==> config.mk <==
export PLATFORM = sky130hd
export DESIGN_NAME = teleop_command_byte_parser
export DESIGN_NICKNAME = d
export VERILOG_FILES = /design/src/tcbp_pkg.sv /design/src/tcbp_front.sv /design/src/tcbp_queue.sv /design/src/tcbp_back.sv /design/src/teleop_command_byte_parser.sv
export SDC_FILE = /design/constraint.sdc
export NUM_CORES = 1
export LEC_CHECK = 0
export BUFFER_PORTS_ARGS = -buffer_cell sky130_fd_sc_hd__buf_4
export CAP_MARGIN = 20
export CORE_MARGIN = 1
export CORE_UTILIZATION = 45
export CTS_CLUSTER_SIZE = 30
export DETAILED_ROUTE_END_ITERATION = 8
export PLACE_DENSITY = 0.62
export SETUP_SLACK_MARGIN = 0.05
export SYNTH_ARGS = -nofsm -noshare
export SYNTH_HDL_FRONTEND = slang
export SYNTH_HIERARCHICAL = 1
export SYNTH_SLANG_ARGS = --single-unit
==> constraint.sdc <==
create_clock -name aclk -period 5 [get_ports aclk]
set_clock_uncertainty 0.15 [all_clocks]
set_input_delay 0.25 -clock aclk [delete_from_list [all_inputs] [get_ports aclk]]
set_output_delay 0.25 -clock aclk [all_outputs]
set_load 0.05 [all_outputs]
==> src/tcbp_pkg.sv <==
// ============================================================================
// Teleop command byte parser package
// Shared types and constants for the front end, the queue and the back end.
// ============================================================================
`timescale 1ns / 1ps
`default_nettype none

package tcbp_pkg;

    // Event reported on the result channel.
    typedef enum logic [1:0] {
        EV_APPLIED  = 2'd0,
        EV_REJECTED = 2'd1,
        EV_TIMEOUT  = 2'd2
    } event_kind_t;

    // Command carried by a header byte.
    typedef enum logic [1:0] {
        CMD_STEER = 2'd0,
        CMD_ACCEL = 2'd1,
        CMD_DIR   = 2'd2,
        CMD_BRAKE = 2'd3
    } cmd_kind_t;

    // Configuration register indexes.
    localparam logic [2:0] CFG_STEERING_CODE   = 3'd0;
    localparam logic [2:0] CFG_ACCEL_CODE      = 3'd1;
    localparam logic [2:0] CFG_DIRECTION_CODE  = 3'd2;
    localparam logic [2:0] CFG_BRAKE_CODE      = 3'd3;
    localparam logic [2:0] CFG_STEERING_LIMIT  = 3'd4;
    localparam logic [2:0] CFG_ACCEL_LIMIT     = 3'd5;
    localparam logic [2:0] CFG_BYTE_WAIT_TICKS = 3'd6;

    // Reset values of the configuration registers.
    localparam logic [7:0]  RST_STEERING_CODE   = 8'd1;
    localparam logic [7:0]  RST_ACCEL_CODE      = 8'd2;
    localparam logic [7:0]  RST_DIRECTION_CODE  = 8'd3;
    localparam logic [7:0]  RST_BRAKE_CODE      = 8'd4;
    localparam logic [15:0] RST_STEERING_LIMIT  = 16'hFFFF;
    localparam logic [15:0] RST_ACCEL_LIMIT     = 16'hFFFF;
    localparam logic [15:0] RST_BYTE_WAIT_TICKS = 16'd1000;

    // Header codes, used by the front end.
    typedef struct packed {
        logic [7:0] steering_code;
        logic [7:0] accel_code;
        logic [7:0] direction_code;
        logic [7:0] brake_code;
    } tcbp_codes_t;

    // Limits and timeout, used by the back end.
    typedef struct packed {
        logic [15:0] steering_limit;
        logic [15:0] accel_limit;
        logic [15:0] byte_wait_ticks;
    } tcbp_limits_t;

    // A classified input beat as it travels through the queue.
    typedef struct packed {
        logic       is_tick;
        logic       hdr_hit;
        cmd_kind_t  hdr_kind;
        logic [7:0] rx_byte;
    } tcbp_item_t;

    // One result beat.
    typedef struct packed {
        event_kind_t event_kind;
        cmd_kind_t   command_kind;
        logic [15:0] setpoint_value;
        logic        was_clamped;
        logic        watchdog_kick;
    } tcbp_result_t;

endpackage

`default_nettype wire

==> src/tcbp_front.sv <==
// ============================================================================
// Teleop command byte parser front end
// Accepts input beats and tags each byte with the header code it matches.
// ============================================================================
`timescale 1ns / 1ps
`default_nettype none

module tcbp_front (
    input  wire logic                 s_tvalid,
    output logic                      s_tready,
    input  wire logic [7:0]           s_tdata,
    input  wire logic                 s_tuser,
    input  wire tcbp_pkg::tcbp_codes_t codes,
    input  wire logic                 q_full,
    output logic                      q_push,
    output tcbp_pkg::tcbp_item_t      q_item
);
    import tcbp_pkg::*;

    assign s_tready = !q_full;
    assign q_push   = s_tvalid && !q_full;

    // When several codes are equal the earlier command in this chain wins.
    always_comb begin
        q_item.is_tick  = s_tuser;
        q_item.rx_byte  = s_tdata;
        q_item.hdr_hit  = 1'b1;
        q_item.hdr_kind = CMD_STEER;
        priority if (s_tdata == codes.steering_code) begin
            q_item.hdr_kind = CMD_STEER;
        end else if (s_tdata == codes.accel_code) begin
            q_item.hdr_kind = CMD_ACCEL;
        end else if (s_tdata == codes.direction_code) begin
            q_item.hdr_kind = CMD_DIR;
        end else if (s_tdata == codes.brake_code) begin
            q_item.hdr_kind = CMD_BRAKE;
        end else begin
            q_item.hdr_hit  = 1'b0;
        end
    end

endmodule

`default_nettype wire

==> src/tcbp_queue.sv <==
// ============================================================================
// Teleop command byte parser queue
// Small register queue of classified beats between front and back end.
// ============================================================================
`timescale 1ns / 1ps
`default_nettype none

module tcbp_queue #(
    parameter int DEPTH = 2
) (
    input  wire logic                 aclk,
    input  wire logic                 aresetn,
    input  wire logic                 push,
    input  wire tcbp_pkg::tcbp_item_t push_item,
    output logic                      full,
    input  wire logic                 pop,
    output logic                      pop_valid,
    output tcbp_pkg::tcbp_item_t      pop_item
);
    import tcbp_pkg::*;

    localparam int PTR_W = (DEPTH > 1) ? $clog2(DEPTH) : 1;
    localparam int CNT_W = $clog2(DEPTH + 1);

    tcbp_item_t       entry_reg [DEPTH];
    logic [PTR_W-1:0] wr_ptr_reg, wr_ptr_next;
    logic [PTR_W-1:0] rd_ptr_reg, rd_ptr_next;
    logic [CNT_W-1:0] count_reg, count_next;

    assign full      = (count_reg == CNT_W'(DEPTH));
    assign pop_valid = (count_reg != '0);
    assign pop_item  = entry_reg[rd_ptr_reg];

    always_comb begin
        wr_ptr_next = wr_ptr_reg;
        rd_ptr_next = rd_ptr_reg;
        count_next  = count_reg;
        if (push) begin
            wr_ptr_next = (wr_ptr_reg == PTR_W'(DEPTH - 1)) ? '0 : wr_ptr_reg + 1'b1;
        end
        if (pop) begin
            rd_ptr_next = (rd_ptr_reg == PTR_W'(DEPTH - 1)) ? '0 : rd_ptr_reg + 1'b1;
        end
        unique case ({push, pop})
            2'b10:   count_next = count_reg + 1'b1;
            2'b01:   count_next = count_reg - 1'b1;
            default: count_next = count_reg;
        endcase
    end

    always_ff @(posedge aclk) begin
        if (!aresetn) begin
            wr_ptr_reg <= '0;
            rd_ptr_reg <= '0;
            count_reg  <= '0;
        end else begin
            wr_ptr_reg <= wr_ptr_next;
            rd_ptr_reg <= rd_ptr_next;
            count_reg  <= count_next;
        end
    end

    always_ff @(posedge aclk) begin
        if (push) begin
            entry_reg[wr_ptr_reg] <= push_item;
        end
    end

endmodule

`default_nettype wire

==> src/tcbp_back.sv <==
// ============================================================================
// Teleop command byte parser back end
// Runs the command state machine and holds the result output register.
// ============================================================================
`timescale 1ns / 1ps
`default_nettype none

module tcbp_back (
    input  wire logic                  aclk,
    input  wire logic                  aresetn,
    input  wire tcbp_pkg::tcbp_limits_t limits,
    input  wire logic                  q_valid,
    input  wire tcbp_pkg::tcbp_item_t  q_item,
    output logic                       q_pop,
    output logic                       m_valid,
    input  wire logic                  m_ready,
    output tcbp_pkg::tcbp_result_t     m_result
);
    import tcbp_pkg::*;

    typedef enum logic [6:0] {
        PH_HUNT     = 7'b0000001,
        PH_STEER_LO = 7'b0000010,
        PH_STEER_HI = 7'b0000100,
        PH_ACCEL_LO = 7'b0001000,
        PH_ACCEL_HI = 7'b0010000,
        PH_DIR      = 7'b0100000,
        PH_BRAKE    = 7'b1000000
    } phase_t;

    phase_t       phase_reg, phase_next;
    logic [7:0]   low_half_reg, low_half_next;
    logic [15:0]  wait_count_reg, wait_count_next;
    logic         m_valid_reg;
    tcbp_result_t result_reg;

    logic         back_ready;
    logic         res_fire;
    tcbp_result_t res;
    logic         busy;
    cmd_kind_t    phase_cmd;
    logic [16:0]  wait_inc;
    logic [15:0]  joined;
    logic [15:0]  limit_sel;

    assign back_ready = !m_valid_reg || m_ready;
    assign q_pop      = q_valid && back_ready;
    assign m_valid    = m_valid_reg;
    assign m_result   = result_reg;

    assign wait_inc  = {1'b0, wait_count_reg} + 17'd1;
    assign joined    = {q_item.rx_byte, low_half_reg};
    assign limit_sel = (phase_reg == PH_STEER_HI) ? limits.steering_limit
                                                  : limits.accel_limit;

    always_comb begin
        busy      = 1'b1;
        phase_cmd = CMD_BRAKE;
        unique case (phase_reg)
            PH_STEER_LO, PH_STEER_HI: phase_cmd = CMD_STEER;
            PH_ACCEL_LO, PH_ACCEL_HI: phase_cmd = CMD_ACCEL;
            PH_DIR:                   phase_cmd = CMD_DIR;
            PH_BRAKE:                 phase_cmd = CMD_BRAKE;
            default:                  busy      = 1'b0;
        endcase
    end

    always_comb begin
        phase_next      = phase_reg;
        low_half_next   = low_half_reg;
        wait_count_next = wait_count_reg;
        res_fire        = 1'b0;
        res.event_kind     = EV_APPLIED;
        res.command_kind   = phase_cmd;
        res.setpoint_value = {8'd0, q_item.rx_byte};
        res.was_clamped    = 1'b0;
        res.watchdog_kick  = 1'b0;

        if (q_pop) begin
            if (!busy) begin
                // Hunting: ticks are ignored, bytes are matched against the headers.
                phase_next = PH_HUNT;
                if (!q_item.is_tick) begin
                    wait_count_next = '0;
                    if (q_item.hdr_hit) begin
                        unique case (q_item.hdr_kind)
                            CMD_STEER: phase_next = PH_STEER_LO;
                            CMD_ACCEL: phase_next = PH_ACCEL_LO;
                            CMD_DIR:   phase_next = PH_DIR;
                            default:   phase_next = PH_BRAKE;
                        endcase
                    end
                end
            end else if (q_item.is_tick) begin
                if (wait_inc >= {1'b0, limits.byte_wait_ticks}) begin
                    res_fire           = 1'b1;
                    res.event_kind     = EV_TIMEOUT;
                    res.setpoint_value = '0;
                    phase_next         = PH_HUNT;
                    wait_count_next    = '0;
                end else begin
                    wait_count_next = wait_inc[15:0];
                end
            end else begin
                wait_count_next = '0;
                unique case (phase_reg)
                    PH_STEER_LO, PH_ACCEL_LO: begin
                        low_half_next = q_item.rx_byte;
                        phase_next    = (phase_reg == PH_STEER_LO) ? PH_STEER_HI
                                                                   : PH_ACCEL_HI;
                    end
                    PH_STEER_HI, PH_ACCEL_HI: begin
                        res_fire          = 1'b1;
                        res.watchdog_kick = 1'b1;
                        if (joined > limit_sel) begin
                            res.setpoint_value = limit_sel;
                            res.was_clamped    = 1'b1;
                        end else begin
                            res.setpoint_value = joined;
                        end
                        phase_next = PH_HUNT;
                    end
                    default: begin
                        // Direction and brake take a single byte; 0 or 1 applies, others are rejected.
                        res_fire = 1'b1;
                        if (q_item.rx_byte <= 8'd1) begin
                            res.watchdog_kick = 1'b1;
                        end else begin
                            res.event_kind = EV_REJECTED;
                        end
                        phase_next = PH_HUNT;
                    end
                endcase
            end
        end
    end

    always_ff @(posedge aclk) begin
        if (!aresetn) begin
            phase_reg      <= PH_HUNT;
            wait_count_reg <= '0;
            m_valid_reg    <= 1'b0;
        end else begin
            phase_reg      <= phase_next;
            wait_count_reg <= wait_count_next;
            if (back_ready) begin
                m_valid_reg <= res_fire;
            end
        end
    end

    always_ff @(posedge aclk) begin
        low_half_reg <= low_half_next;
        if (back_ready && res_fire) begin
            result_reg <= res;
        end
    end

endmodule

`default_nettype wire

==> src/teleop_command_byte_parser.sv <==
// ============================================================================
// Teleop command byte parser
// Parses header-led steering, acceleration, direction and brake commands.
// ============================================================================
//
//  Channel   Direction  Beat contents
//  --------  ---------  -------------------------------------------------
//  s_        in         tdata: received byte; tuser: 1 = 10 us tick
//  m_        out        tdata: setpoint, clamp flag, watchdog kick;
//                       tuser: event kind, command kind
//  cfg_      in         write enable, register index, write data
//
// One input beat is accepted per clock while the queue is not full. A beat
// is classified against the header codes on acceptance and written into a
// two-entry queue; the back end takes one queued beat per clock unless the
// output stalls, and a result passes through the queue and the output
// register before it shows on m_tvalid. The output register is refilled in
// the same cycle that its beat is taken. A stalled output holds the back
// end, the queue fills, and s_tready drops only when the queue is full.
// Reset is synchronous and active low; it returns the parser to header hunt
// and all configuration registers to their default values.
// Configuration writes take effect on the next clock edge.
//
`timescale 1ns / 1ps
`default_nettype none

module teleop_command_byte_parser #(
    parameter int QUEUE_DEPTH = 2
) (
    input  wire logic        aclk,
    input  wire logic        aresetn,

    input  wire logic        s_tvalid,
    output logic             s_tready,
    input  wire logic [7:0]  s_tdata,     // [7:0] rx_byte
    input  wire logic        s_tuser,     // [0] mode

    output logic             m_tvalid,
    input  wire logic        m_tready,
    output logic [23:0]      m_tdata,     // [15:0] setpoint_value, [16] was_clamped,
                                          // [17] watchdog_kick, [23:18] zero
    output logic [3:0]       m_tuser,     // [1:0] event_kind, [3:2] command_kind

    input  wire logic        cfg_wr_en,
    input  wire logic [2:0]  cfg_addr,
    input  wire logic [15:0] cfg_wdata
);
    import tcbp_pkg::*;

    // Configuration registers.
    tcbp_codes_t  codes_reg;
    tcbp_limits_t limits_reg;

    always_ff @(posedge aclk) begin
        if (!aresetn) begin
            codes_reg.steering_code    <= RST_STEERING_CODE;
            codes_reg.accel_code       <= RST_ACCEL_CODE;
            codes_reg.direction_code   <= RST_DIRECTION_CODE;
            codes_reg.brake_code       <= RST_BRAKE_CODE;
            limits_reg.steering_limit  <= RST_STEERING_LIMIT;
            limits_reg.accel_limit     <= RST_ACCEL_LIMIT;
            limits_reg.byte_wait_ticks <= RST_BYTE_WAIT_TICKS;
        end else if (cfg_wr_en) begin
            unique case (cfg_addr)
                CFG_STEERING_CODE:   codes_reg.steering_code    <= cfg_wdata[7:0];
                CFG_ACCEL_CODE:      codes_reg.accel_code       <= cfg_wdata[7:0];
                CFG_DIRECTION_CODE:  codes_reg.direction_code   <= cfg_wdata[7:0];
                CFG_BRAKE_CODE:      codes_reg.brake_code       <= cfg_wdata[7:0];
                CFG_STEERING_LIMIT:  limits_reg.steering_limit  <= cfg_wdata;
                CFG_ACCEL_LIMIT:     limits_reg.accel_limit     <= cfg_wdata;
                CFG_BYTE_WAIT_TICKS: limits_reg.byte_wait_ticks <= cfg_wdata;
                default: ;
            endcase
        end
    end

    // Front end: accept and classify.
    logic         q_full;
    logic         q_push;
    tcbp_item_t   q_in_item;

    tcbp_front u_front (
        .s_tvalid (s_tvalid),
        .s_tready (s_tready),
        .s_tdata  (s_tdata),
        .s_tuser  (s_tuser),
        .codes    (codes_reg),
        .q_full   (q_full),
        .q_push   (q_push),
        .q_item   (q_in_item)
    );

    // Queue between the two halves.
    logic         q_pop;
    logic         q_valid;
    tcbp_item_t   q_out_item;

    tcbp_queue #(
        .DEPTH (QUEUE_DEPTH)
    ) u_queue (
        .aclk      (aclk),
        .aresetn   (aresetn),
        .push      (q_push),
        .push_item (q_in_item),
        .full      (q_full),
        .pop       (q_pop),
        .pop_valid (q_valid),
        .pop_item  (q_out_item)
    );

    // Back end: command state machine and output register.
    tcbp_result_t m_result;

    tcbp_back u_back (
        .aclk     (aclk),
        .aresetn  (aresetn),
        .limits   (limits_reg),
        .q_valid  (q_valid),
        .q_item   (q_out_item),
        .q_pop    (q_pop),
        .m_valid  (m_tvalid),
        .m_ready  (m_tready),
        .m_result (m_result)
    );

    assign m_tdata = {6'd0, m_result.watchdog_kick, m_result.was_clamped,
                      m_result.setpoint_value};
    assign m_tuser = {m_result.command_kind, m_result.event_kind};

    // A watchdog kick goes with an applied command and with nothing else.
    assert property (@(posedge aclk) disable iff (!aresetn)
        m_tvalid |-> (m_tdata[17] == (m_tuser[1:0] == EV_APPLIED)))
        else $error("watchdog kick does not match event kind");

    // Only steering and acceleration setpoints can be clamped.
    assert property (@(posedge aclk) disable iff (!aresetn)
        (m_tvalid && m_tdata[16]) |->
            ((m_tuser[1:0] == EV_APPLIED) &&
             ((m_tuser[3:2] == CMD_STEER) || (m_tuser[3:2] == CMD_ACCEL))))
        else $error("clamp flag on a command that cannot be clamped");

    // A timeout carries a zero setpoint.
    assert property (@(posedge aclk) disable iff (!aresetn)
        (m_tvalid && (m_tuser[1:0] == EV_TIMEOUT)) |-> (m_tdata[16:0] == 17'd0))
        else $error("timeout result carries a value");

    // The back end never takes a beat from an empty queue.
    assert property (@(posedge aclk) disable iff (!aresetn)
        q_pop |-> q_valid)
        else $error("queue popped while empty");

endmodule

`default_nettype wire

### After elaboration in Yosys (flattened, before gate mapping)

Memories as Yosys holds them, arrays and structs flattened. A register that Yosys moved wholly into a read port is not among the register bits.
Index checks and enable logic that the tools add are counted.

* output and inout bits: 30
* flip-flop bits (word level): 138
* logic and storage cells: 134
* input bits: 33
* latch bits: 0
* memories kept: 1
* bits in read-only memories: 0
* bits in writable memories: 24

* divide/modulo/power cells: 0
* add/sub/neg operators: 5
* muxes and demuxes: 49
* multipliers: 0
* reductions and logical operators: 29
* order comparisons: 3
* shifts and indexed selects: 0
* equality and inequality tests: 23
* bitwise logic cells: 4

Memory list
* u_queue.entry_reg: words 2, bits a word 12, rd ports 1, clocked after memory_dff 1, wr ports 1, RTL line tcbp_queue.sv:25 `tcbp_item_t entry_reg [DEPTH];`

Operator list (number)
* 2-to-1 mux 16 bit: 7
* 2-to-1 mux 7 bit: 6
* equality test 8 bit: 4
* one-hot mux 7 bit (3 select lines): 1
* 2-to-1 mux 1 bit: 20
* 2-to-1 mux 10 bit: 2
* AND reduction 2 bit: 10
* adder 16 x 1 -> 17 bit (second input constant): 1
* greater-or-equal comparator 17 x 16 -> 1 bit: 1
* 2-to-1 mux 17 bit: 1
* > comparator 16 bit: 1
* 2-to-1 mux 2 bit: 7
* equality test 3 bit (second input constant): 3
* <= comparator 8 x 1 -> 1 bit (second input constant): 1
* 2-to-1 mux 8 bit: 1
* OR reduction 2 bit: 4
* OR reduction 4 bit: 2
* equality test 7 x 2 -> 1 bit (second input constant): 1
* equality test 7 x 3 -> 1 bit (second input constant): 1
* equality test 7 x 4 -> 1 bit (second input constant): 1
* equality test 7 x 5 -> 1 bit (second input constant): 1
* equality test 7 x 6 -> 1 bit (second input constant): 1
* equality test 7 bit (second input constant): 1
* equality test 2 bit (second input constant): 3
* other kinds (22): 32

### Longest topological paths before layout

Gate-level depths: netlist (run 1).

* depth in word-level cells: 8
* depth in mapped cells: 16

### By module

The synthesis (run 1) kept the hierarchy.

By module, submodules not included
* tcbp_back: sequential area each 1381.3 um^2, cells each 422, times used 1, area each 3824.9 um^2
* teleop_command_byte_parser: sequential area each 1601.5 um^2, cells each 309, times used 1, area each 3210.6 um^2
* tcbp_queue: sequential area each 820.8 um^2, cells each 59, times used 1, area each 1079.8 um^2
* tcbp_front: sequential area each 0.0 um^2, cells each 59, times used 1, area each 495.5 um^2

### Least setup slack after synthesis (run 1)

Ideal clock, no wire load.

* path type: register to register
* from: register u_back.wait_count_reg[2]
* to: register u_back.result_reg, in the netlist u_back/m_result[0] (enable)
* setup slack: 0.366 ns
* stages on the path, launching flop included: 13
* library setup time: 0.429 ns
* clock period less this slack: 4.634 ns
* data required time: 4.421 ns
* path buffers: 0
* arrival time: 4.055 ns
* path through: dfxtp_1 -> nand3_1 -> nor2_1 -> nand3_1 -> or2_2 -> xnor2_1 -> ha_1 -> nand4_1 -> o41ai_1 -> a41o_1 -> a211o_1 -> nor2_1 -> nor3_1

* cells in the longest elaborated chain, start to end: 7

Ends and longest elaborated chain
* from (decl): RTL line tcbp_back.sv:33 `logic [15:0] wait_count_reg, wait_count_next;`
* from (signal assigned): RTL line tcbp_back.sv:145 `wait_count_reg <= wait_count_next;`
* adder 16 x 1 -> 17 bit: RTL line tcbp_back.sv:51 `assign wait_inc = {1'b0, wait_count_reg} + 17'd1;`
* greater-or-equal comparator 17 x 16 -> 1 bit: RTL line tcbp_back.sv:95 `if (wait_inc >= {1'b0, limits.byte_wait_ticks}) begin`
* 2-to-1 mux 1 bit: RTL line tcbp_back.sv:95
* 2-to-1 mux 1 bit: RTL line tcbp_back.sv:94 `end else if (q_item.is_tick) begin`
* 2-to-1 mux 1 bit: RTL line tcbp_back.sv:80 `if (!busy) begin`
* 2-to-1 mux 1 bit: RTL line tcbp_back.sv:79 `if (q_pop) begin`
* logical AND 1 bit: RTL line tcbp_back.sv:154 `if (back_ready && res_fire) begin`
* to (signal assigned): RTL line tcbp_back.sv:155 `result_reg <= res;`
* to (decl): RTL line tcbp_back.sv:35 `tcbp_result_t result_reg;`

Every way passes these cells.
A chain may end at the register's enable or synchronous reset.

### Worst setup path in the final report (run 1)

* from: register u_back.wait_count_reg[2]
* to: register u_back.wait_count_reg[5]

* cells in the longest elaborated chain, start to end: 5

Ends and longest elaborated chain (RTL line)
* adder 16 x 1 -> 17 bit *: tcbp_back.sv:51
* greater-or-equal comparator 17 x 16 -> 1 bit: tcbp_back.sv:95
* 2-to-1 mux 16 bit *: tcbp_back.sv:95
* 2-to-1 mux 16 bit *: tcbp_back.sv:94
* 2-to-1 mux 16 bit *: tcbp_back.sv:80

Mark *: on every way between the ends. The rest lies on a longest branch, timed or not.

==> impl_metrics.env, run 1 <==
export IMPL_dieArea_um2=19700
export IMPL_antenna_left=0
export IMPL_core_um2=18700
export IMPL_sw_frac_of_total_pct=26.0
export IMPL_area_growth_pct=15.7
export IMPL_power_switching_uw=873
export IMPL_dr_pass1_iters=5
export IMPL_crit_type="register to register"
export IMPL_fin_hold_ws_ns=0.00608
export IMPL_finalWirelength_um=19100
export IMPL_finish_utilization_pct=53.2
export IMPL_synthTopCellsByArea="dfxtp_1 25%, edfxtp_1 19%, mux2i_1 11%, ha_1 4.9%, nor2b_1 4.6%"
export IMPL_grt_max_degree=103
export IMPL_antennaDiodeCount=0
export IMPL_synth_cell_types=64
export IMPL_cts_root_buf="clkbuf_16"
export IMPL_worst_r2r_path_depth=13
export IMPL_cellLeakagePower_uw=0.00426
export IMPL_drive_above_1_share_pct=15.1
export IMPL_dp_hpwl_um=13700
export IMPL_hold_path_cell_count=3
export IMPL_antenna_found_initial=0
export IMPL_crit_chain="nand3_1, nor2_1, nand3_1, nor2_1, nand3_1, xnor2_1, ha_1, a211o_1, a211o_1, a211o_1, or3_1, or4_1, a21boi_1"
export IMPL_use_met2_pct=32.2
export IMPL_pin_count=63
export IMPL_ys_seq_elements=163
export IMPL_grt_pass1_wl_um=30000
export IMPL_synth_edff_count=54
export IMPL_status="complete, no violations"
export IMPL_crit_cells=13
export IMPL_die_x_um=140
export IMPL_vias=6103
export IMPL_syn_inst=849
export IMPL_async_reset_ff_share_pct=0
export IMPL_hold_viol=0
export IMPL_cts_tree="yes"
export IMPL_cp_top_family="simple AND/OR/NAND/NOR gates"
export IMPL_clk_pin_slew_ns=0.06
export IMPL_crit_fanout=13
export IMPL_slowest_stage="or3_1"
export IMPL_p_int_uw=2490
export IMPL_overflow=0
export IMPL_grt_pass1_vias=5709
export IMPL_finalSetupViolCount=0
export IMPL_portBuffers=56
export IMPL_ir_worst_vdd_v=0.000291
export IMPL_start_util_pct=46.0
export IMPL_htree_levels=4
export IMPL_use_met3_pct=3.49
export IMPL_ys_warn_count=6
export IMPL_placementRows=50
export IMPL_clkLatencyLatePin_ns=0.42
export IMPL_endpoint_kind="register"
export IMPL_via_per_inst=5.32
export IMPL_rsz0062_at_grt="no"
export IMPL_synth_cell_area_um2=8610
export IMPL_dr_first_iter_drc_count=243
export IMPL_clockBufferDepth=2
export IMPL_ys_dominant_reg_cell="dfxtp_1"
export IMPL_startpoint_type="register"
export IMPL_drv_slew=0
export IMPL_yosys_area_top_type="dfxtp_1"
export IMPL_tightestPinTransition_ns=0.897
export IMPL_slew_limit_headroom_pct=40.2
export IMPL_nFillCells=1681
export IMPL_worstPathRequired_ns=5.20
export IMPL_yosysTopAreaCellShare_pct=25.3
export IMPL_period_needed_ns=4.42
export IMPL_min_path_type="primary input to register"
export IMPL_largest_reg_flops=48
export IMPL_path_buf_inv=0
export IMPL_p_seq_share_pct=44.1
export IMPL_reg2reg_slack_ns=0.58
export IMPL_design_area_um2=9960
export IMPL_fmax_mhz=226
export IMPL_timing_setup_tns_ns=0
export IMPL_clkPwrFrac_pct=40.5
export IMPL_routedWlPerCell_um=16.6
export IMPL_post_cts_setup_buffers=0
export IMPL_comb_power_share_pct=15.4
export IMPL_cap_violations=0
export IMPL_final_nets=968
export IMPL_die_h_um=140
export IMPL_drc=0
export IMPL_cp_arrival_ns=4.63
export IMPL_track_usage_pct=19.9
export IMPL_post_route_period_util_pct=88.5
export IMPL_grt_busiest_layer="met2"
export IMPL_cts_sinks=163
export IMPL_slowest_delay_ns=0.58
export IMPL_gp_congestion=0.829
export IMPL_grt_met1_usage_pct=27.1
export IMPL_ys_seq_area_share_pct=44.2
export IMPL_dpl_cell_area_um2=9120
export IMPL_cts_buffers_inserted=17
export IMPL_p_per_area_nw_per_um2=338
export IMPL_syn_avg_cell_area_um2=10.1
==> routing by layer <==
metal  vias to the layer above  part of all wire, %
li1                       3083                    -
met3                        22                  3.3
met5                         -                    0
met4                         0                  1.3
met2                       117                   46
met1                      2881                   49
==> worst reg2reg max path, cell delays in order (launching register included) <==
cell and delay, ns:
dfxtp_1 0.44, nand3_1 0.18, nor2_1 0.24, nand3_1 0.23, nor2_1 0.36, nand3_1 0.17
xnor2_1 0.17, ha_1 0.21, a211o_1 0.30, a211o_1 0.27, a211o_1 0.48, or3_1 0.58
or4_1 0.45, a21boi_1 0.14
==> path summary, 6_finish.rpt <==
check                           startpoint                  endpoint
setup / recovery  u_back/wait_count_reg[2]  u_back/wait_count_reg[5]
hold / removal                cfg_wdata[3]            limits_reg[19]
setup reg to reg  u_back/wait_count_reg[2]  u_back/wait_count_reg[5]
hold reg to reg              limits_reg[4]             limits_reg[4]
==> power groups by stage <==
| stage | clock (µW) | sequential (µW) | combinational, µW |
|---|---|---|---|
| floorplan | 0 | 1500 | 371 |
| global placement | 0 | 1510 | 504 |
| detailed placement | 0 | 1520 | 502 |
| CTS | 1380 | 1490 | 519 |
| global route | 1440 | 1490 | 567 |
| finish | 1360 | 1480 | 518 |
==> cells in the mapped netlist, types with 3 or more instances <==
cell      instances
and2_1           12
o41ai_1           4
xor2_1           27
mux2_2           20
nand4_1          11
buf_1             3
buf_4            18
nand3_1          19
or2_2            10
nor2_1           18
nor2b_1          64
o21a_1           10
a21boi_1          5
o22ai_1           9
nor3b_1           4
nor4_1            6
inv_1            33
a32o_1            9
or4_1             3
o21ai_0          12
dfxtp_1         109
a211o_1           4
a21oi_1          19
nor3_1           14
xnor2_1          27
and3_1            5
mux2i_1          96
clkbuf_1         25
o31ai_1           8
nand2_1          99
edfxtp_1         54
ha_1             34
nor4_2            3
buf_2            15
nand4b_1          4
==> repair_timing <==
action | in CTS | in global routing
gates resized for setup | 0 | 0
hold buffers | 22 | 0
hold endpoints to repair | 47 | 0
==> kinds of logic (layout without fill, tap and decap cells) <==
logic type | Yosys count | in the layout | synth area share (%)
multiplexers | 116 | 116 | 13.8
flip-flops | 163 | 163 | 44.2
adder cells (fa/ha/maj) | 34 | 34 | 4.94
XOR/XNOR | 54 | 54 | 5.49
buffers and inverters | 94 | 153 | 5.10
AO/OA/AOI/OAI | 96 | 96 | 8.06
other | 1 | 6 | 0.0436
AND/OR/NAND/NOR | 291 | 291 | 18.4
==> layout by cell type, fill, tap and decap left out, types with 10 or more instances in the layout <==
cell	count
nand3_1	19
mux2i_1	96
inv_1	33
o21a_1	10
dlygate4sd3_1	22
ha_1	34
mux2_2	20
xnor2_1	27
dfxtp_1	109
nand4_1	11
buf_4	67
a21oi_1	19
xor2_1	27
nor3_1	13
clkbuf_16	19
nand2_1	99
and2_1	12
nor2b_1	64
edfxtp_1	54
o21ai_0	12
nor2_1	18
or2_2	10
==> per-stage QoR <==
stage / std cells / setup slack (ns) / total power [µW]
2_1_floorplan: 854 / 0.366 / 1870
5_1_grt: 1147 / 0.302 / 3500
3_5_place_dp: 1093 / 0.627 / 2020
3_3_place_gp: 1093 / 0.746 / 2020
4_1_cts: 1146 / 0.602 / 3390
6_report: 1147 / 0.577 / 3360
==> final cells by class <==
type	instances	area, µm²	area share [%]
Multi-Input combinational cell	597	4400	44.2
Sequential cell	163	3800	38.2
Timing Repair Buffer	89	723	7.26
Clock buffer	23	490	4.92
Tap cell	234	293	2.94
Inverter	33	124	1.24
Clock inverter	8	123	1.23
Power figures use the tool's default switching activity.
==> inputs of run 2 (changes only) <==
--- a/config.mk
+++ b/config.mk
@@ -5,15 +5,14 @@
 export SDC_FILE = /design/constraint.sdc
 export NUM_CORES = 1
 export LEC_CHECK = 0
-export BUFFER_PORTS_ARGS = -buffer_cell sky130_fd_sc_hd__buf_4
 export CAP_MARGIN = 20
 export CORE_MARGIN = 1
 export CORE_UTILIZATION = 45
 export CTS_CLUSTER_SIZE = 30
 export DETAILED_ROUTE_END_ITERATION = 8
-export PLACE_DENSITY = 0.62
+export DONT_BUFFER_PORTS = 1
+export PLACE_DENSITY = 0.59
 export SETUP_SLACK_MARGIN = 0.05
 export SYNTH_ARGS = -nofsm -noshare
 export SYNTH_HDL_FRONTEND = slang
-export SYNTH_HIERARCHICAL = 1
 export SYNTH_SLANG_ARGS = --single-unit
==> run 2 against run 1 <==
Compared with the run above: global-route usage grew 2.8 points; utilization shrank 1.3 points; area after synthesis shrank 4.6%; sequential cell count is the same; fmax shrank 1.0%; largest cell class unchanged.
==> impl_metrics.env, run 2 <==
export IMPL_regArea_um2=3800
export IMPL_vias=6313
export IMPL_synth_cell_area_um2=8210
export IMPL_clkLatencyLatePin_ns=0.43
export IMPL_tightestPinTransition_ns=1.16
export IMPL_synth_mux_area_share_pct=3.81
export IMPL_post_synth_top_count_cell="nand2_1"
export IMPL_syn_inst=914
export IMPL_ir_worst_vdd_v=0.000262
export IMPL_synthTopCellsByArea="dfxtp_1 27%, edfxtp_1 20%, nand2_1 10%, ha_1 5.2%, nand3_1 4.3%"
export IMPL_cts_root_buf="clkbuf_16"
export IMPL_period_needed_ns=4.47
export IMPL_portBuffers=0
export IMPL_dp_hpwl_um=13800
export IMPL_worstReg2RegStart="u_back.phase_reg[2]"
export IMPL_drv_slew=0
export IMPL_start_util_pct=45.9
export IMPL_ys_warn_count=0
export IMPL_cp_arrival_ns=4.54
export IMPL_cp_endpoint="u_back.m_result[12]"
export IMPL_finalSetupViolCount=0
export IMPL_min_path_type="primary input to register"
export IMPL_crit_chain="nor4b_1, nand2_1, mux2i_1, ha_1, a21oi_1, o21ai_1, a221o_1, or3_1, and2_4, a211oi_1"
export IMPL_worst_r2r_path_depth=10
export IMPL_yosys_area_share_simple_pct=22.6
export IMPL_grt_pass1_vias=5967
export IMPL_rsz0062_at_grt="no"
export IMPL_largest_reg_flops=48
export IMPL_dp_slack_ns=0.587
export IMPL_reg2reg_to="u_back.m_result[12]"
export IMPL_path_buf_inv=0
export IMPL_antenna_found_initial=3
export IMPL_synth_xor_area_share_pct=5.23
export IMPL_post_route_period_util_pct=89.4
export IMPL_antenna_left=0
export IMPL_htree_levels=4
export IMPL_die_h_um=137
export IMPL_ys_dominant_reg_cell="dfxtp_1"
export IMPL_crit_fanout=18
export IMPL_crit_cells=10
export IMPL_via_per_inst=5.42
export IMPL_crit_type="register to register"
export IMPL_core_um2=17900
export IMPL_placementRows=49
export IMPL_overflow=0
export IMPL_clk_pin_slew_ns=0.06
export IMPL_timing_setup_tns_ns=0
export IMPL_reg2reg_slack_ns=0.53
export IMPL_synthAdderAreaFrac_pct=5.18
export IMPL_final_cell_mix="225 x nand2_1, 109 x dfxtp_1, 71 x nand3_1, 54 x edfxtp_1, 40 x a21boi_0"
export IMPL_clockBufferDepth=2
export IMPL_synth_common_cells="225 x nand2_1, 109 x dfxtp_1, 71 x nand3_1, 54 x edfxtp_1, 40 x a21boi_0"
export IMPL_slowest_delay_ns=0.62
export IMPL_slowest_stage="or3_1"
export IMPL_startpoint="u_back.phase_reg[2]"
export IMPL_cts_repair_resized=0
export IMPL_hold_viol=0
export IMPL_worstPathRequired_ns=5.07
export IMPL_dr_pass1_iters=5
export IMPL_drive_above_1_share_pct=7.92
export IMPL_cts_sinks=163
export IMPL_endpoint_kind="register"
export IMPL_pin_count=63
export IMPL_synth_top_family_by_area="simple AND/OR/NAND/NOR gates"
export IMPL_routedWlPerCell_um=17.2
export IMPL_finalWirelength_um=20000
export IMPL_fmax_mhz=224
export IMPL_async_reset_ff_share_pct=0
export IMPL_grt_pass1_wl_um=32400
export IMPL_cts_tree="yes"
export IMPL_ys_seq_elements=163
export IMPL_final_common_cell="nand2_1"
export IMPL_yosys_area_top_type="dfxtp_1"
export IMPL_startpoint_type="register"
export IMPL_cts_buffers_inserted=17
export IMPL_grt_max_degree=95
export IMPL_synth_edff_count=54
export IMPL_slew_limit_headroom_pct=22.9
export IMPL_synth_compound_area_share_pct=12.1
export IMPL_gp_congestion=0.912
export IMPL_area_growth_pct=13.2
export IMPL_die_x_um=137
export IMPL_setup_ws_ns=0.530
export IMPL_cap_violations=0
export IMPL_track_usage_pct=22.8
export IMPL_multi_input_area_um2=4060
export IMPL_ys_seq_area_share_pct=46.3
export IMPL_cellLeakagePower_uw=0.00373
export IMPL_fin_hold_ws_ns=0.0120
export IMPL_syn_avg_cell_area_um2=8.98
export IMPL_synth_cell_types=56
export IMPL_dieArea_um2=18800
export IMPL_status="complete, no violations"
export IMPL_p_per_area_nw_per_um2=375
export IMPL_nFillCells=1681
export IMPL_final_nets=988
export IMPL_cp_top_family="simple AND/OR/NAND/NOR gates"
export IMPL_yosysTopAreaCellShare_pct=26.6
export IMPL_drc=0
export IMPL_dr_first_iter_drc_count=547
==> run 2: layout make-up <==
type,instances,share of cell area [%]
clock inverters,14,2.24
repair buffers,39,4.19
clock buffers,18,4.73
well taps,229,3.08
flip-flops and latches,163,40.9
inverters,28,1.13
diodes,2,0.0539
multi-input cells,672,43.7
==> run 2: stage by stage <==
stage                     instances  utilization (%)  cell area [µm²]  total power, µW
after global routing           1163             51.9             9290             3630
after global placement         1098             46.3             8300             2030
after detailed placement       1098             46.3             8300             2030
final                          1165             51.9             9290             3480
after CTS                      1158             51.6             9240             3500
after floorplan                 919                -             8230             1920
==> run 2: timing repair <==
item | CTS | global route
setup buffers | 0 | 0
hold endpoints to repair | 113 | 1
hold buffers | 28 | 2
==> run 2: logic make-up (layout without fill, tap and decap cells) <==
logic type,Yosys count,after routing
flops,163,163
buf+inv,84,99
other cells,1,8
compound gates,140,140
mux,30,30
fa+ha+maj,34,34
simple gates,413,413
xor+xnor,49,49
==> run 2: metal layers <==
| layer | wire length, µm | up-vias | GRT usage, % |
|---|---|---|---|
| met5 | 10 | - | 0 |
| met4 | 479 | 2 | 9.52 |
| met3 | 931 | 29 | 4.56 |
| met2 | 8900 | 141 | 34.5 |
| met1 | 9690 | 2940 | 31.4 |
| li1 | - | 3201 | - |
==> run 2: how the worst min path moves through the flow <==
stage	end	startpoint	slack (ns)	depth (start not counted)
5_1_grt	u_queue.wr_ptr_reg	s_tvalid	0.02	3
6_report	limits_reg[25]	aresetn	0.01	2
2_1_floorplan	u_queue.entry_reg[0][0]	s_tdata[0]	0.20	0
3_5_place_dp	limits_reg[24]	aresetn	0.19	1
4_1_cts	u_back.phase_reg[3]	aresetn	0.005	3
3_3_place_gp	limits_reg[28]	aresetn	0.19	1
==> run 2: power by group <==
| part | switching, µW | total [µW] | internal, µW |
|---|---|---|---|
| logic | 331 | 547 | 216 |
| clock network | 540 | 1440 | 898 |
| registers | 53.1 | 1500 | 1440 |
| total | 925 | 3480 | 2560 |
==> inputs of run 3 (changes only) <==
--- a/config.mk
+++ b/config.mk
@@ -11,6 +11,7 @@
 export CTS_CLUSTER_SIZE = 30
 export DETAILED_ROUTE_END_ITERATION = 8
 export DONT_BUFFER_PORTS = 1
+export GPL_TIMING_DRIVEN = 0
 export PLACE_DENSITY = 0.59
 export SETUP_SLACK_MARGIN = 0.05
 export SYNTH_ARGS = -nofsm -noshare
==> run 3 against run 2 <==
Compared with the run above: critical path depth is 5 higher; total power decreased by 2.4%; fmax increased by 1.6%; hold slack got worse by 0.0030 ns; wire length rose by 5.6%; utilization increased by 0.81 points; first-iteration DRC count is 22% lower; critical path type unchanged; largest cell class unchanged; largest power group unchanged; highest routed layer unchanged.
==> impl_metrics.env, run 3 (synthesis gave the netlist of run 2 again) <==
export IMPL_status="complete, no violations"
export IMPL_ir_worst_vdd_v=0.000263
export IMPL_min_path_type="primary input to register"
export IMPL_start_util_pct=45.9
export IMPL_placementRows=49
export IMPL_gp_congestion=0.822
export IMPL_htree_levels=4
export IMPL_fmax_mhz=227
export IMPL_fin_hold_ws_ns=0.00902
export IMPL_overflow=0
export IMPL_cellLeakagePower_uw=0.00380
export IMPL_via_per_inst=5.44
export IMPL_p_per_area_nw_per_um2=360
export IMPL_grt_busiest_layer="met2"
export IMPL_cts_buffers_inserted=17
export IMPL_slew_limit_headroom_pct=41.1
export IMPL_use_met3_pct=4.41
export IMPL_grt_pass1_wl_um=33100
export IMPL_dr_pass1_iters=5
export IMPL_clkLatencyLatePin_ns=0.43
export IMPL_dp_hpwl_um=15200
export IMPL_final_nets=1036
export IMPL_rsz0062_at_grt="no"
export IMPL_crit_fanout=10
export IMPL_final_cell_mix="225 x nand2_1, 109 x dfxtp_1, 71 x nand3_1, 54 x edfxtp_1, 40 x a21boi_0"
export IMPL_drc=0
export IMPL_nFillCells=1688
export IMPL_tightestPinTransition_ns=0.876
export IMPL_hold_viol=0
export IMPL_post_cts_setup_buffers=0
export IMPL_final_common_cell="nand2_1"
export IMPL_routedWlPerCell_um=17.4
export IMPL_clk_pin_slew_ns=0.06
export IMPL_placedCellCount=1150
export IMPL_finalWirelength_um=21100
export IMPL_portBuffers=0
export IMPL_finish_utilization_pct=52.7
export IMPL_antenna_left=0
export IMPL_stdcell_count=1213
export IMPL_drv_slew=0
export IMPL_cts_sinks=163
export IMPL_pin_count=63
export IMPL_finalSetupViolCount=0
export IMPL_dieArea_um2=18800
export IMPL_clockBufferDepth=2
export IMPL_grt_max_degree=18
export IMPL_die_h_um=137
export IMPL_die_x_um=137
export IMPL_dr_first_iter_drc_count=428
export IMPL_crit_type="register to register"
export IMPL_vias=6597
export IMPL_track_usage_pct=23.6
export IMPL_worstPathRequired_ns=4.99
export IMPL_cts_tree="yes"
export IMPL_startpoint_type="register"
export IMPL_endpoint_kind="register"
export IMPL_post_route_period_util_pct=88.0
export IMPL_period_needed_ns=4.40
export IMPL_cap_violations=0
export IMPL_core_um2=17900
export IMPL_cts_root_buf="clkbuf_16"
export IMPL_largest_reg_flops=48
export IMPL_antenna_found_initial=3
export IMPL_use_met2_pct=38.4
export IMPL_drive_above_1_share_pct=8.45
export IMPL_grt_met1_usage_pct=30.9
export IMPL_area_growth_pct=14.9
export IMPL_grt_pass1_vias=6201
export IMPL_cp_arrival_ns=4.39
run 3: cell count changes in the layout (fill, tap and decap cells not counted), moves of 2 or more:
cell / previous run / this run
buf_6: 1 / 3
clkbuf_1: 0 / 35
buf_2: 0 / 9
buf_8: 0 / 2
bufinv_16: 5 / 2
buf_1: 0 / 2
clkinvlp_4: 1 / 3
run 3: what timing repair did:
action	CTS	global route
resized for setup	0	0
endpoints found under the hold margin	99	0
hold buffers	29	0
run 3: path summary, 6_finish.rpt:
check	from	cells after the start	slack, ns	end
worst min register to register	u_back.wait_count_reg[10]	2	0.31	u_back.wait_count_reg[10]
worst min-delay path	s_tvalid	3	0.009	u_queue.wr_ptr_reg
worst max-delay path	u_back.phase_reg[3]	15	0.60	u_back.m_result[8]
worst max register to register	u_back.phase_reg[3]	15	0.60	u_back.m_result[8]
run 3: per-layer routing:
metal  up-vias  wire (µm)  part of all wire, %
li1       3298          -                    -
met1      3066       9620                   45
met2       194       9770                   46
met5         -         10                0.047
met4         2        496                  2.3
met3        37       1240                  5.9
run 3: where the power goes:
group,internal (µW),switching [µW]
logic,223,374
clock network,778,544
registers,1440,36.2
run 3: cell type report:
class                           instances  area (µm²)  share of cell area [%]
Antenna cell                            2        5.00                  0.0530
Buffer                                 56         278                    2.94
Clock buffer                           20         468                    4.96
Clock inverter                         12         128                    1.35
Inverter                               28         105                    1.11
Multi-Input combinational cell        672        4050                    42.9
Sequential cell                       163        3800                    40.3
Tap cell                              229         287                    3.04
Timing Repair Buffer                   31         317                    3.35
run 3: worst max-delay path: stages (launching register included):
cell	delay (ns)
dfxtp_1	0.33
buf_2	0.19
nor4b_1	0.43
nand2_1	0.40
buf_4	0.34
mux2i_1	0.38
ha_1	0.21
nand3_1	0.11
or4_1	0.55
a21oi_1	0.17
or3_1	0.12
buf_2	0.17
and2_4	0.16
buf_6	0.11
buf_8	0.13
o221ai_1	0.14
run 3: stage by stage:
step	total power, µW	instance area (µm²)	setup slack (ns)	setup TNS (ns)
final	3400	9440	0.600	0
after CTS	3410	9430	0.624	0
after detailed placement	2070	8550	0.642	0
after global placement	2060	8520	-0.297	-6.61
after floorplan	1920	8230	0.605	0
after global routing	3520	9440	0.395	0
